## src/rtl/afc_pkg.sv

```systemverilog
`timescale 1ns / 1ps
// shared types and codes for the fade transport controller
// no dependencies; imported by the top module only

package afc_pkg;

   localparam int KIND_W   = 1;
   localparam int MODE_W   = 3;
   localparam int TICKS_W  = 24;
   localparam int LVL_W    = 17;
   localparam int GAIN_W   = 17;
   localparam int ACT_W    = 2;
   localparam int PHASE_W  = 2;

   localparam logic [KIND_W-1:0] KIND_TICK = 1'b0;
   localparam logic [KIND_W-1:0] KIND_CMD  = 1'b1;

   localparam logic [MODE_W-1:0] MODE_PLAY_NOW   = 3'd0;
   localparam logic [MODE_W-1:0] MODE_PLAY_FADE  = 3'd1;
   localparam logic [MODE_W-1:0] MODE_PAUSE_NOW  = 3'd2;
   localparam logic [MODE_W-1:0] MODE_PAUSE_FADE = 3'd3;
   localparam logic [MODE_W-1:0] MODE_STOP_NOW   = 3'd4;
   localparam logic [MODE_W-1:0] MODE_STOP_FADE  = 3'd5;

   typedef enum logic [PHASE_W-1:0] {
      PH_READY = 2'd0,
      PH_WAIT  = 2'd1,
      PH_DONE  = 2'd2,
      PH_EOS   = 2'd3
   } phase_type;

   typedef enum logic [ACT_W-1:0] {
      ACT_NONE  = 2'd0,
      ACT_PLAY  = 2'd1,
      ACT_PAUSE = 2'd2,
      ACT_STOP  = 2'd3
   } action_type;

   typedef enum logic [2:0] {
      ST_IDLE,
      ST_PREP,
      ST_LVL,
      ST_DIV,
      ST_APPLY,
      ST_SQR,
      ST_OUT
   } state_type;

endpackage

```

## src/rtl/audio_fade_transport_controller_unit.sv

```systemverilog
`timescale 1ns / 1ps
// fade transport controller top: command decode, timer, voice phase sequencer
// uses afc_pkg, afc_divider and afc_squarer
//
//   port group  direction  handshake               word
//   req_        in         req_valid / req_stall   tick or command
//   rsp_        out        rsp_valid / rsp_stall   level, gain, action, phase
//
// a word holds the input through the prep and out states when ignored, and through prep,
// lvl, apply and out otherwise, plus the serial ramp divider on a running fade,
// plus the serial squarer when the level changes below full
// reset is synchronous; after it the block is in stop, done, level zero
// a new word is taken while a result waits; it then holds before its result

module audio_fade_transport_controller_unit #(
   parameter int TIME_BITS  = 24,
   parameter int LEVEL_BITS = 16
) (
   input  logic                        clock,
   input  logic                        reset,
   input  logic                        req_valid,
   output logic                        req_stall,
   input  logic [afc_pkg::KIND_W-1:0]  req_kind,
   input  logic [afc_pkg::MODE_W-1:0]  req_mode_request,
   input  logic [afc_pkg::TICKS_W-1:0] req_fade_ticks,
   input  logic                        req_stream_ended,
   output logic                        rsp_valid,
   input  logic                        rsp_stall,
   output logic [afc_pkg::LVL_W-1:0]   rsp_fade_level,
   output logic [afc_pkg::GAIN_W-1:0]  rsp_gain,
   output logic                        rsp_gain_update,
   output logic [afc_pkg::ACT_W-1:0]   rsp_transport_action,
   output logic                        rsp_seek_to_start,
   output logic                        rsp_ignored,
   output logic [afc_pkg::PHASE_W-1:0] rsp_voice_phase
);

   import afc_pkg::*;

   localparam int TW = (TIME_BITS > TICKS_W) ? TIME_BITS : TICKS_W;
   localparam logic [TIME_BITS-1:0]  TIME_MAX = '1;
   localparam logic [LEVEL_BITS:0]   LVL_ONE  = {1'b1, {LEVEL_BITS{1'b0}}};

   state_type             state_ff, state_in;
   logic [MODE_W-1:0]     mode_ff, mode_in;
   phase_type             phase_ff, phase_in;
   logic [TIME_BITS-1:0]  fade_len_ff, fade_len_in;
   logic [TIME_BITS-1:0]  elapsed_ff, elapsed_in;
   logic                  running_ff, running_in;
   logic [LEVEL_BITS:0]   level_ff, level_in;
   logic [LEVEL_BITS:0]   gain_ff, gain_in;
   logic                  seek_pend_ff, seek_pend_in;
   logic                  rsp_valid_ff, rsp_valid_in;

   logic [KIND_W-1:0]     kind_ff;
   logic [MODE_W-1:0]     req_mode_ff;
   logic [TIME_BITS-1:0]  ticks_ff;
   logic                  ended_ff;
   logic [LEVEL_BITS:0]   ramp_ff, ramp_in;
   logic                  gupd_ff, gupd_in;
   action_type            act_ff, act_in;
   logic                  seek_ff, seek_in;
   logic                  ign_ff, ign_in;

   logic [LEVEL_BITS:0]   out_level_ff;
   logic [LEVEL_BITS:0]   out_gain_ff;
   logic                  out_gupd_ff;
   action_type            out_act_ff;
   logic                  out_seek_ff;
   logic                  out_ign_ff;
   phase_type             out_phase_ff;

   logic                  accept;
   logic                  load_out;
   logic [TW-1:0]         ticks_ext;
   logic [TIME_BITS-1:0]  ticks_sat;
   logic                  is_play, is_stop, faded;
   logic                  cur_pause;
   logic                  req_is_play, req_is_pause;
   logic                  cmd_ignore;
   logic [TIME_BITS-1:0]  el_eff;
   logic [LEVEL_BITS:0]   target_lvl;
   logic [LEVEL_BITS:0]   fade_out_lvl;
   logic                  div_start, div_done;
   logic [LEVEL_BITS-1:0] div_quo;
   logic                  sq_start, sq_done;
   logic [LEVEL_BITS-1:0] sq_res;

   assign accept    = req_valid && !req_stall;
   assign req_stall = (state_ff != ST_IDLE);
   assign load_out  = (state_ff == ST_OUT) && (!rsp_valid_ff || !rsp_stall);

   // saturate the fade length into the timer range
   always_comb begin
      ticks_ext = TW'(req_fade_ticks);
      ticks_sat = (ticks_ext > TW'(TIME_MAX)) ? TIME_MAX : TIME_BITS'(ticks_ext);
   end

   always_comb begin
      is_play      = (mode_ff == MODE_PLAY_NOW) || (mode_ff == MODE_PLAY_FADE);
      is_stop      = (mode_ff == MODE_STOP_NOW) || (mode_ff == MODE_STOP_FADE);
      faded        = mode_ff[0];
      cur_pause    = (mode_ff == MODE_PAUSE_NOW) || (mode_ff == MODE_PAUSE_FADE);
      req_is_play  = (req_mode_ff == MODE_PLAY_NOW) || (req_mode_ff == MODE_PLAY_FADE);
      req_is_pause = (req_mode_ff == MODE_PAUSE_NOW) || (req_mode_ff == MODE_PAUSE_FADE);
      cmd_ignore   = (req_mode_ff > MODE_STOP_FADE)
                  || (req_is_play && is_play && (phase_ff == PH_DONE))
                  || (req_is_pause && cur_pause);
      el_eff       = running_ff ? elapsed_ff : '0;
      fade_out_lvl = LVL_ONE - ramp_ff;
   end

   always_ff @(posedge clock) begin
      if (reset) begin
         state_ff     <= ST_IDLE;
         mode_ff      <= MODE_STOP_NOW;
         phase_ff     <= PH_DONE;
         fade_len_ff  <= '0;
         elapsed_ff   <= '0;
         running_ff   <= 1'b0;
         level_ff     <= '0;
         gain_ff      <= '0;
         seek_pend_ff <= 1'b0;
         rsp_valid_ff <= 1'b0;
      end else begin
         state_ff     <= state_in;
         mode_ff      <= mode_in;
         phase_ff     <= phase_in;
         fade_len_ff  <= fade_len_in;
         elapsed_ff   <= elapsed_in;
         running_ff   <= running_in;
         level_ff     <= level_in;
         gain_ff      <= gain_in;
         seek_pend_ff <= seek_pend_in;
         rsp_valid_ff <= rsp_valid_in;
      end
   end

   always_ff @(posedge clock) begin
      ramp_ff <= ramp_in;
      gupd_ff <= gupd_in;
      act_ff  <= act_in;
      seek_ff <= seek_in;
      ign_ff  <= ign_in;
      if (accept) begin
         kind_ff     <= req_kind;
         req_mode_ff <= req_mode_request;
         ticks_ff    <= ticks_sat;
         ended_ff    <= req_stream_ended;
      end
      if (load_out) begin
         out_level_ff <= level_ff;
         out_gain_ff  <= gain_ff;
         out_gupd_ff  <= gupd_ff;
         out_act_ff   <= act_ff;
         out_seek_ff  <= seek_ff;
         out_ign_ff   <= ign_ff;
         out_phase_ff <= phase_ff;
      end
   end

   always_comb begin
      state_in     = state_ff;
      mode_in      = mode_ff;
      phase_in     = phase_ff;
      fade_len_in  = fade_len_ff;
      elapsed_in   = elapsed_ff;
      running_in   = running_ff;
      level_in     = level_ff;
      gain_in      = gain_ff;
      seek_pend_in = seek_pend_ff;
      ramp_in      = ramp_ff;
      gupd_in      = gupd_ff;
      act_in       = act_ff;
      seek_in      = seek_ff;
      ign_in       = ign_ff;
      div_start    = 1'b0;
      sq_start     = 1'b0;
      target_lvl   = level_ff;

      rsp_valid_in = rsp_valid_ff;
      if (rsp_valid_ff && !rsp_stall) begin
         rsp_valid_in = 1'b0;
      end

      unique case (state_ff)
         ST_IDLE: begin
            if (accept) begin
               state_in = ST_PREP;
            end
         end
         ST_PREP: begin
            gupd_in = 1'b0;
            act_in  = ACT_NONE;
            seek_in = 1'b0;
            ign_in  = 1'b0;
            if (kind_ff == KIND_CMD) begin
               if (cmd_ignore) begin
                  ign_in   = 1'b1;
                  state_in = ST_OUT;
               end else begin
                  mode_in     = req_mode_ff;
                  fade_len_in = ticks_ff;
                  phase_in    = PH_READY;
                  running_in  = 1'b0;
                  elapsed_in  = '0;
                  state_in    = ST_LVL;
               end
            end else begin
               if (running_ff && (elapsed_ff < TIME_MAX)) begin
                  elapsed_in = elapsed_ff + 1'b1;
               end
               state_in = ST_LVL;
            end
         end
         ST_LVL: begin
            if (faded) begin
               running_in = 1'b1;
               elapsed_in = el_eff;
               if ((fade_len_ff == '0) || (el_eff >= fade_len_ff)) begin
                  ramp_in  = LVL_ONE;
                  state_in = ST_APPLY;
               end else begin
                  div_start = 1'b1;
                  state_in  = ST_DIV;
               end
            end else begin
               running_in = 1'b0;
               elapsed_in = '0;
               state_in   = ST_APPLY;
            end
         end
         ST_DIV: begin
            if (div_done) begin
               ramp_in  = {1'b0, div_quo};
               state_in = ST_APPLY;
            end
         end
         ST_APPLY: begin
            if (!faded) begin
               target_lvl = is_play ? LVL_ONE : '0;
               gupd_in    = (target_lvl != level_ff);
            end else if (is_play) begin
               target_lvl = ramp_ff;
               gupd_in    = (target_lvl != level_ff);
            end else begin
               target_lvl = fade_out_lvl;
               gupd_in    = (fade_out_lvl < level_ff);
            end

            if (is_play) begin
               if (phase_ff == PH_READY) begin
                  if (seek_pend_ff) begin
                     seek_pend_in = 1'b0;
                     seek_in      = 1'b1;
                  end
                  phase_in = PH_DONE;
                  act_in   = ACT_PLAY;
               end else if ((phase_ff == PH_DONE) && ended_ff) begin
                  phase_in = PH_EOS;
               end
            end else if (!faded) begin
               if (phase_ff == PH_READY) begin
                  phase_in = PH_DONE;
                  act_in   = is_stop ? ACT_STOP : ACT_PAUSE;
               end
            end else begin
               if (phase_ff == PH_READY) begin
                  if (is_stop) begin
                     seek_pend_in = 1'b1;
                  end
                  phase_in = PH_WAIT;
               end else if ((phase_ff == PH_WAIT) && (elapsed_ff >= fade_len_ff)) begin
                  phase_in = PH_DONE;
                  act_in   = is_stop ? ACT_STOP : ACT_PAUSE;
                  if (is_stop) begin
                     seek_pend_in = 1'b0;
                  end
               end
            end

            if (gupd_in) begin
               level_in = target_lvl;
               if (target_lvl == LVL_ONE) begin
                  gain_in  = LVL_ONE;
                  state_in = ST_OUT;
               end else begin
                  sq_start = 1'b1;
                  state_in = ST_SQR;
               end
            end else begin
               state_in = ST_OUT;
            end
         end
         ST_SQR: begin
            if (sq_done) begin
               gain_in  = {1'b0, sq_res};
               state_in = ST_OUT;
            end
         end
         ST_OUT: begin
            if (load_out) begin
               rsp_valid_in = 1'b1;
               state_in     = ST_IDLE;
            end
         end
         default: begin
            state_in = ST_IDLE;
         end
      endcase
   end

   afc_divider #(
      .TIME_BITS  (TIME_BITS),
      .LEVEL_BITS (LEVEL_BITS)
   ) u_divider (
      .clock    (clock),
      .reset    (reset),
      .start    (div_start),
      .dividend (el_eff),
      .divisor  (fade_len_ff),
      .quotient (div_quo),
      .done     (div_done)
   );

   afc_squarer #(
      .LEVEL_BITS (LEVEL_BITS)
   ) u_squarer (
      .clock   (clock),
      .reset   (reset),
      .start   (sq_start),
      .operand (level_in[LEVEL_BITS-1:0]),
      .result  (sq_res),
      .done    (sq_done)
   );

   assign rsp_valid            = rsp_valid_ff;
   assign rsp_fade_level       = LVL_W'(out_level_ff);
   assign rsp_gain             = GAIN_W'(out_gain_ff);
   assign rsp_gain_update      = out_gupd_ff;
   assign rsp_transport_action = out_act_ff;
   assign rsp_seek_to_start    = out_seek_ff;
   assign rsp_ignored          = out_ign_ff;
   assign rsp_voice_phase      = out_phase_ff;

`ifndef SYNTH
   a_level_range: assert property (@(posedge clock) disable iff (reset)
      level_ff <= LVL_ONE)
      else $error("fade level above full scale");

   a_timer_idle_clear: assert property (@(posedge clock) disable iff (reset)
      !running_ff |-> (elapsed_ff == '0))
      else $error("elapsed count held while timer stopped");

   a_wait_only_faded: assert property (@(posedge clock) disable iff (reset)
      (phase_ff == PH_WAIT) |-> (mode_ff == MODE_PAUSE_FADE || mode_ff == MODE_STOP_FADE))
      else $error("waiting phase outside a faded pause or stop");

   a_ignored_quiet: assert property (@(posedge clock) disable iff (reset)
      (rsp_valid && rsp_ignored) |-> (rsp_transport_action == ACT_NONE
                                     && !rsp_gain_update && !rsp_seek_to_start))
      else $error("dropped command produced an action");

   a_div_ramp_below_one: assert property (@(posedge clock) disable iff (reset)
      (state_ff == ST_DIV && div_done) |=> (ramp_ff < LVL_ONE))
      else $error("divided ramp reached full scale");
`endif

endmodule

```

## src/rtl/afc_divider.sv

```systemverilog
`timescale 1ns / 1ps
// bit-serial restoring divider for the fade ramp fraction
// one quotient bit per cycle; needs dividend below divisor

module afc_divider #(
   parameter int TIME_BITS  = 24,
   parameter int LEVEL_BITS = 16
) (
   input  logic                  clock,
   input  logic                  reset,
   input  logic                  start,
   input  logic [TIME_BITS-1:0]  dividend,
   input  logic [TIME_BITS-1:0]  divisor,
   output logic [LEVEL_BITS-1:0] quotient,
   output logic                  done
);

   localparam int CNT_W = $clog2(LEVEL_BITS);

   logic [TIME_BITS-1:0]  rem_ff, rem_in;
   logic [TIME_BITS-1:0]  dvs_ff;
   logic [LEVEL_BITS-1:0] quo_ff;
   logic [CNT_W-1:0]      cnt_ff;
   logic                  busy_ff;
   logic                  done_ff;
   logic [TIME_BITS:0]    shifted;
   logic [TIME_BITS:0]    diff;
   logic                  qbit;

   always_comb begin
      shifted = {rem_ff, 1'b0};
      diff    = shifted - {1'b0, dvs_ff};
      qbit    = (shifted >= {1'b0, dvs_ff});
      rem_in  = qbit ? diff[TIME_BITS-1:0] : shifted[TIME_BITS-1:0];
   end

   always_ff @(posedge clock) begin
      if (reset) begin
         busy_ff <= 1'b0;
         done_ff <= 1'b0;
         cnt_ff  <= '0;
      end else begin
         done_ff <= 1'b0;
         if (start) begin
            busy_ff <= 1'b1;
            cnt_ff  <= '0;
         end else if (busy_ff) begin
            cnt_ff <= cnt_ff + 1'b1;
            if (cnt_ff == CNT_W'(LEVEL_BITS - 1)) begin
               busy_ff <= 1'b0;
               done_ff <= 1'b1;
            end
         end
      end
   end

   always_ff @(posedge clock) begin
      if (start) begin
         rem_ff <= dividend;
         dvs_ff <= divisor;
         quo_ff <= '0;
      end else if (busy_ff) begin
         rem_ff <= rem_in;
         quo_ff <= {quo_ff[LEVEL_BITS-2:0], qbit};
      end
   end

   assign quotient = quo_ff;
   assign done     = done_ff;

endmodule

```

## src/rtl/afc_squarer.sv

```systemverilog
`timescale 1ns / 1ps
// bit-serial shift-add squarer for the gain curve
// one multiplier bit per cycle, msb first; returns the upper half

module afc_squarer #(
   parameter int LEVEL_BITS = 16
) (
   input  logic                  clock,
   input  logic                  reset,
   input  logic                  start,
   input  logic [LEVEL_BITS-1:0] operand,
   output logic [LEVEL_BITS-1:0] result,
   output logic                  done
);

   localparam int CNT_W = $clog2(LEVEL_BITS);

   logic [2*LEVEL_BITS-1:0] acc_ff, acc_in;
   logic [LEVEL_BITS-1:0]   mcand_ff;
   logic [LEVEL_BITS-1:0]   mplr_ff;
   logic [CNT_W-1:0]        cnt_ff;
   logic                    busy_ff;
   logic                    done_ff;

   always_comb begin
      acc_in = {acc_ff[2*LEVEL_BITS-2:0], 1'b0};
      if (mplr_ff[LEVEL_BITS-1]) begin
         acc_in = acc_in + {{LEVEL_BITS{1'b0}}, mcand_ff};
      end
   end

   always_ff @(posedge clock) begin
      if (reset) begin
         busy_ff <= 1'b0;
         done_ff <= 1'b0;
         cnt_ff  <= '0;
      end else begin
         done_ff <= 1'b0;
         if (start) begin
            busy_ff <= 1'b1;
            cnt_ff  <= '0;
         end else if (busy_ff) begin
            cnt_ff <= cnt_ff + 1'b1;
            if (cnt_ff == CNT_W'(LEVEL_BITS - 1)) begin
               busy_ff <= 1'b0;
               done_ff <= 1'b1;
            end
         end
      end
   end

   always_ff @(posedge clock) begin
      if (start) begin
         acc_ff   <= '0;
         mcand_ff <= operand;
         mplr_ff  <= operand;
      end else if (busy_ff) begin
         acc_ff  <= acc_in;
         mplr_ff <= {mplr_ff[LEVEL_BITS-2:0], 1'b0};
      end
   end

   assign result = acc_ff[2*LEVEL_BITS-1:LEVEL_BITS];
   assign done   = done_ff;

endmodule
```

## config.mk

```make
export PLATFORM = sky130hd
export DESIGN_NAME = audio_fade_transport_controller_unit
export DESIGN_NICKNAME = d
export VERILOG_FILES = /design/src/rtl/afc_pkg.sv /design/src/rtl/audio_fade_transport_controller_unit.sv /design/src/rtl/afc_divider.sv /design/src/rtl/afc_squarer.sv
export SDC_FILE = /design/constraint.sdc
export NUM_CORES = 1
export LEC_CHECK = 0
export ABC_AREA = 1
export BUFFER_PORTS_ARGS = -buffer_cell sky130_fd_sc_hd__clkbuf_2
export CORE_AREA = 2 2 212 214
export CTS_BUF_LIST = sky130_fd_sc_hd__clkbuf_8
export DETAILED_ROUTE_END_ITERATION = 7
export DIE_AREA = 0 0 214 216
export PLACE_DENSITY = 0.56
export SYNTH_ARGS = -nofsm -noshare
export SYNTH_HDL_FRONTEND = slang
export SYNTH_SLANG_ARGS = --single-unit
```

## constraint.sdc

```tcl
create_clock -name clock -period 3.8 [get_ports clock]
set_input_delay 0.95 -clock clock [delete_from_list [all_inputs] [get_ports clock]]
set_output_delay 0.95 -clock clock [all_outputs]
set_load 0.01 [all_outputs]
```

Word-level counts from Yosys, hierarchy flattened. Cells that the tools add are included. Widths: inputs -> output; s select.

Output and inout bits: 43. Word-level logic and storage cells: 243. Bits of input ports: 33. Flip-flop bits (word level): 325.

Reduce and logical (&&, ||, !) cells: 50. Equal/unequal tests: 46. Magnitude comparators: 7. Multiplexer cells: 92. Add/sub/neg operators: 6. Bitwise logic cells: 3.

Operator list (number): $mux 24 (8); $mux 17 (10); $pmux 17 s2 (2); $mux 16 (4); $ge 24x24->1 (2); $pmux 24 s2 (1); $mux 1 (35); $ne 17x17->1 (2); $add 32x16->32 (1); $mux 2 (16); $mux 32 (1); $mux 3 (9); $ge 25x24->1 (1); $add 24x1->24 const B (1); $gt 24x24->1 const B (1); $logic_not 24->1 (1); $lt 24x24->1 const B (1); $sub 24x24->24 (1); $ne 2x2->1 const B (11); $ne 3x3->1 const B (7); $pmux 3 s7 (1); $eq 3x2->1 const B (6); $eq 17x17->1 const B (1); $lt 17x17->1 (1); other kinds (27) (80).

Depth between registers and ports, before layout.
Depth in word-level cells: 10. Mapped depth: 25. Gate-level depth less buffers: 25.

By module. A second synthesis with hierarchy kept.

Cells, all modules: 2655. Area total of the unflattened synthesis: 19774.0 um^2.

By module, submodules not included: audio_fade_transport_controller_unit (area each 10587.7 um^2, times used 1, seq. area each 4624.4 um^2, cells each 1347); afc_divider (area each 4787.1 um^2, times used 1, seq. area each 1881.8 um^2, cells each 687); afc_squarer (area each 4399.2 um^2, times used 1, seq. area each 1721.7 um^2, cells each 621).

Worst setup path after synthesis. Ideal clock, no wire load.

Path type: reg-to-reg. From: reg running_ff. To: reg ramp_ff[0], enable pin. Setup time: 0.418 ns. Cell stages (with the launch flop): 12. Data required time: 3.382 ns. Path slack: 0.356 ns. Arrival: 3.026 ns. Buffers on the path: 2. Clock period less this slack: 3.444 ns. Cells stage by stage: dfxtp_1 clkbuf_1 clkbuf_1 nand2_1 inv_1 ha_1 nand4_1 nor2_1 nand4_1 nand4_1 nand2_1 a211oi_1.

Longest elaborated chain between the ends: 5.

Ends and longest elaborated chain: from (decl) (line audio_fade_transport_controller_unit.sv:49) `logic running_ff, running_in;`; from (signal assigned) (line audio_fade_transport_controller_unit.sv:131) `running_ff <= running_in;`; $mux 24 (line audio_fade_transport_controller_unit.sv:109) `el_eff = running_ff ? elapsed_ff : '0;`; $ge 24x24->1 (line audio_fade_transport_controller_unit.sv:220) `if ((fade_len_ff == '0) || (el_eff >= fade_len_ff)) begin`; $logic_or 1x1->1 (line audio_fade_transport_controller_unit.sv:220); $ne 2x2->1 (no source line); $reduce_and 4->1 (no source line); to (signal assigned) (line audio_fade_transport_controller_unit.sv:140) `ramp_ff <= ramp_in;`; to (decl) (line audio_fade_transport_controller_unit.sv:59) `logic [LEVEL_BITS:0] ramp_ff, ramp_in;`.

No other way between the ends. A chain may end at the register's enable or synchronous reset.

Worst setup path in the final report.
From: reg ramp_ff[1]. To: reg u_squarer.mcand_ff[5], enable pin.

Longest elaborated chain between the ends: 8. Elaborated cells between the ends (all ways): 13. Classes of those cells: add/sub: 1; order compare: 1; eq/ne: 2; mux: 9.

Ends and longest elaborated chain: parallel branches: the longest is 6 deep, another holds $sub 17x17->17; $mux 1 (*) (line audio_fade_transport_controller_unit.sv:282) `if (gupd_in) begin`; $mux 1 (*) (line audio_fade_transport_controller_unit.sv:186) `unique case (state_ff)`; named net sq_start (line audio_fade_transport_controller_unit.sv:86) `logic sq_start, sq_done;`; to (signal assigned) (line afc_squarer.sv:55) `mcand_ff <= operand;`; to (decl) (line afc_squarer.sv:19) `logic [LEVEL_BITS-1:0] mcand_ff;`.

Mark *: on every way through the listed nets, which the timed path passes. The select of a mux whose other input is x is not followed.

==> key figures <==
Synth
  – Commonest cells in the netlist: 345 x nand2_1, 276 x inv_1, 208 x a21oi_1
  – EDFF count, synth: 172
  – Sequential-to-total area share from yosys stat: 46.1%
  – Synth area leaders: edfxtp_1 29%, dfxtp_1 17%, ha_1 7.6%
  – Seq cells post-synth: 325
  – Syn_area_per_cell: 8.31 µm²
  – Post-Syn Area: 0.0178 mm²
  – Post-synth ARST share: 0%
  – Cell taking the most area after synthesis: edfxtp_1
  – Synth Net Count: 2288
  – Synthesized netlist cell count: 2145
  – Syn. warnings: 0
  – Most frequent cell after synthesis: nand2_1
  – Synth top area share: 29.0%
  – Synth cell types: 59
  – Dominant synthesized flop cell: edfxtp_1

Clock network
  – CTS clock-pin slew for the worst setup and hold paths: 0.06 ns
  – Clock tree buffer depth: 3
  – CTS sink count: 325
  – CTS tree: done
  – Worst-Skew Late Latency: 0.67 ns
  – Root buffer cell: clkbuf_8
  – H-Tree Depth: 2
  – CTS buffer count: 58

Timing
  – Endpoints failing hold: 0
  – Post-layout min period: 3.46 ns
  – Slew headroom: 33.5%
  – Crit share post-route: 91.2%
  – Final WS setup: 0.336 ns
  – Final Max Slew Viols: 0
  – Final Setup Violations: 0
  – Worst-Margin Slew: 0.995 ns
  – Unrepaired setup endpoints after global routing: yes
  – Setup_tns: 0 ns
  – Fin Clk Skew: 0.0334 ns
  – Fmax: 0.289 GHz

Floorplanning
  – Placement row count: 77
  – Die area: 0.0462 mm²
  – Initial core utilization: 40.7%
  – Core ar.: 0.0438 mm²
  – Die H: 216 µm
  – # IOs: 76
  – DIE WIDTH: 214 µm

Placement
  – Setup WS pre-CTS: 0.259 ns
  – Port Buffers: 75
  – DP HPWL: 37400 µm
  – Routability cong.: 0.939

Drt
  – ANT nets after route: 0
  – DR vias: 15000
  – Final WL: 50100 µm
  – Drt wl/cell: 17.5 µm
  – Avg Vias per Cell: 5.24
  – DRC: 0
  – 1st-iter DRT viols: 992
  – Pre-antenna DRT Iters: 5

Power and ir drop
  – Internal power: 7.96 mW
  – Net Sw Power: 4.96 mW
  – Power per cell area: 643 mW/mm²
  – Flop pwr share: 39.6%
  – Comb pwr share: 33.1%
  – Net Sw Frac: 38.4%
  – Power Total: 12.9 mW
  – VDD IR max: 0.000388 V
  – P_leak: 8.65 nW
  – Clk pwr share: 27.3%

Setup path
  – Worst Path Max Fanout: 18
  – Critical Path Start: ramp_ff[1]$_SDFFCE_PN0P_
  – Setup CP Type: reg2reg
  – CP Data Arrival Time: 3.76 ns
  – Reg2Reg Launch Point: ramp_ff[1]$_SDFFCE_PN0P_
  – Worst Setup End Kind: flop
  – Worst path required time: 4.10 ns
  – Worst setup SP type: flop

Final layout
  – Core Util, Final: 45.8%
  – Ratio of cells with drive above 1 in the final layout: 11.8%
  – Fill cells: 4394
  – Ant diodes: 0
  – Fin nets: 2362
  – Area growth syn-to-layout: 12.7%

Global routing
  – Remaining Overflow, GRT: 0
  – Largest net degree at the start of global routing: 48
  – Number of global-route vias before repair: 14600
  – Antenna violations before repair: 0
  – First-pass GRT wire length: 79300 µm
  – GRT Util Overall: 21.6%

Job
  – Reported max-cap violation count: 0

Outcome
  – Status: complete, no violations

Min path
  – Worst Hold Class: reg2reg
  – Min-delay src: fade_len_ff[8]$_SDFFE_PP0P_
final cells by class:
type | count | area, µm² | share of cell area, %
Multi-Input combinational cell | 1437 | 8130 | 40.5
Inverter | 291 | 1090 | 5.44
Tap cell | 592 | 741 | 3.69
Timing Repair Buffer | 106 | 624 | 3.11
Clock inverter | 37 | 280 | 1.40
Sequential cell | 325 | 8230 | 41.0
Clock buffer | 72 | 991 | 4.93
cells in the final DEF, fill, tap and decap left out, types with 8 or more instances in the layout:
cell type and n:
buf_4 29, nor2_1 192, xnor2_1 18, ha_1 108, nor3_1 29, o21bai_1 8
o21ai_0 176, nand4_1 31, nand3_2 11, o211ai_1 10, o22ai_2 9, o21ai_1 16
a21oi_1 207, xor2_1 33, inv_2 13, inv_1 294, edfxtp_1 172, dfxtp_1 153
o22ai_1 45, clkbuf_2 75, nor2_2 9, clkbuf_8 72, nand3_1 92, clkinv_1 8
nor4_1 15, a31oi_1 13, nand2_1 344
flip-flops by register name, summed over array words and instances (netlist names), 16 cells and up:
register / cells
u_divider.quotient: 16
fade_len_ff: 24
ticks_ff: 24
u_divider.rem_ff: 24
rsp_fade_level: 17
gain_ff: 17
u_squarer.acc_ff: 32
u_squarer.mcand_ff: 16
u_squarer.mplr_ff: 16
level_ff: 17
elapsed_ff: 24
ramp_ff: 17
rsp_gain: 17
u_divider.dvs_ff: 24
metrics by stage:
step | area, µm² | std cells | hold slack (ns)
6_report | 20100 | 2860 | 0.422
5_1_grt | 20100 | 2860 | 0.432
4_1_cts | 20100 | 2860 | 0.399
3_5_place_dp | 18800 | 2751 | 0.413
3_3_place_gp | 18800 | 2751 | 0.411
2_1_floorplan | 17800 | 2145 | 0.400
per-layer routing:
metal	vias up	track usage (%)	wire, µm
li1	7462	-	-
met1	7022	27.7	22100
met2	408	37.1	24100
met3	102	2.85	2370
met4	0	8.23	1530
met5	-	0	0
power groups by stage:
stage / Combinational, mW / Clock [mW] / Sequential [mW]
final: 4.27 / 3.53 / 5.11
after global routing: 4.87 / 3.79 / 5.20
after CTS: 4.26 / 3.65 / 5.10
after detailed placement: 4.24 / 0 / 5.17
after global placement: 4.17 / 0 / 5.16
after floorplan: 3.15 / 0 / 4.94
cells by family after synthesis:
kind of cell	share of synthesized area, %
AOI/OAI and AO/OA	16.1
DFF	46.1
buffers and inverters	8.46
xor gates and xnor gates	2.51
adders and majority gates	7.80
and+or+nand+nor	19.0
worst paths after layout:
| check | slack [ns] | cells after the start | endpoint |
|---|---|---|---|
| hold reg to reg | 0.42 | 0 | u_divider.dvs_ff[8]$_DFFE_PP_ |
| setup / recovery | 0.34 | 19 | u_squarer.mcand_ff[5]$_DFFE_PP_ |
| setup reg to reg | 0.34 | 19 | u_squarer.mcand_ff[5]$_DFFE_PP_ |
| hold / removal | 0.42 | 0 | u_divider.dvs_ff[8]$_DFFE_PP_ |
worst max-delay path: stages, from the launching register on:
cell	delay (ns)
edfxtp_1	0.44
inv_1	0.14
ha_1	0.24
nand2_1	0.11
inv_2	0.09
nand2_2	0.07
inv_2	0.08
nand3_1	0.08
nand2_1	0.08
inv_1	0.04
ha_1	0.28
a21oi_1	0.15
o21ai_0	0.10
a21oi_1	0.15
nand3_1	0.10
nand2_1	0.08
nand4_1	0.12
inv_1	0.14
nand2_4	0.08
inv_1	0.53
timing repair:
action	in CTS	in global routing
buffers inserted	0	0
gates resized for setup	0	2
hold buffers	0	0
endpoints found under the setup margin	0	28
Note: power is estimated with default switching activity, not from simulation.
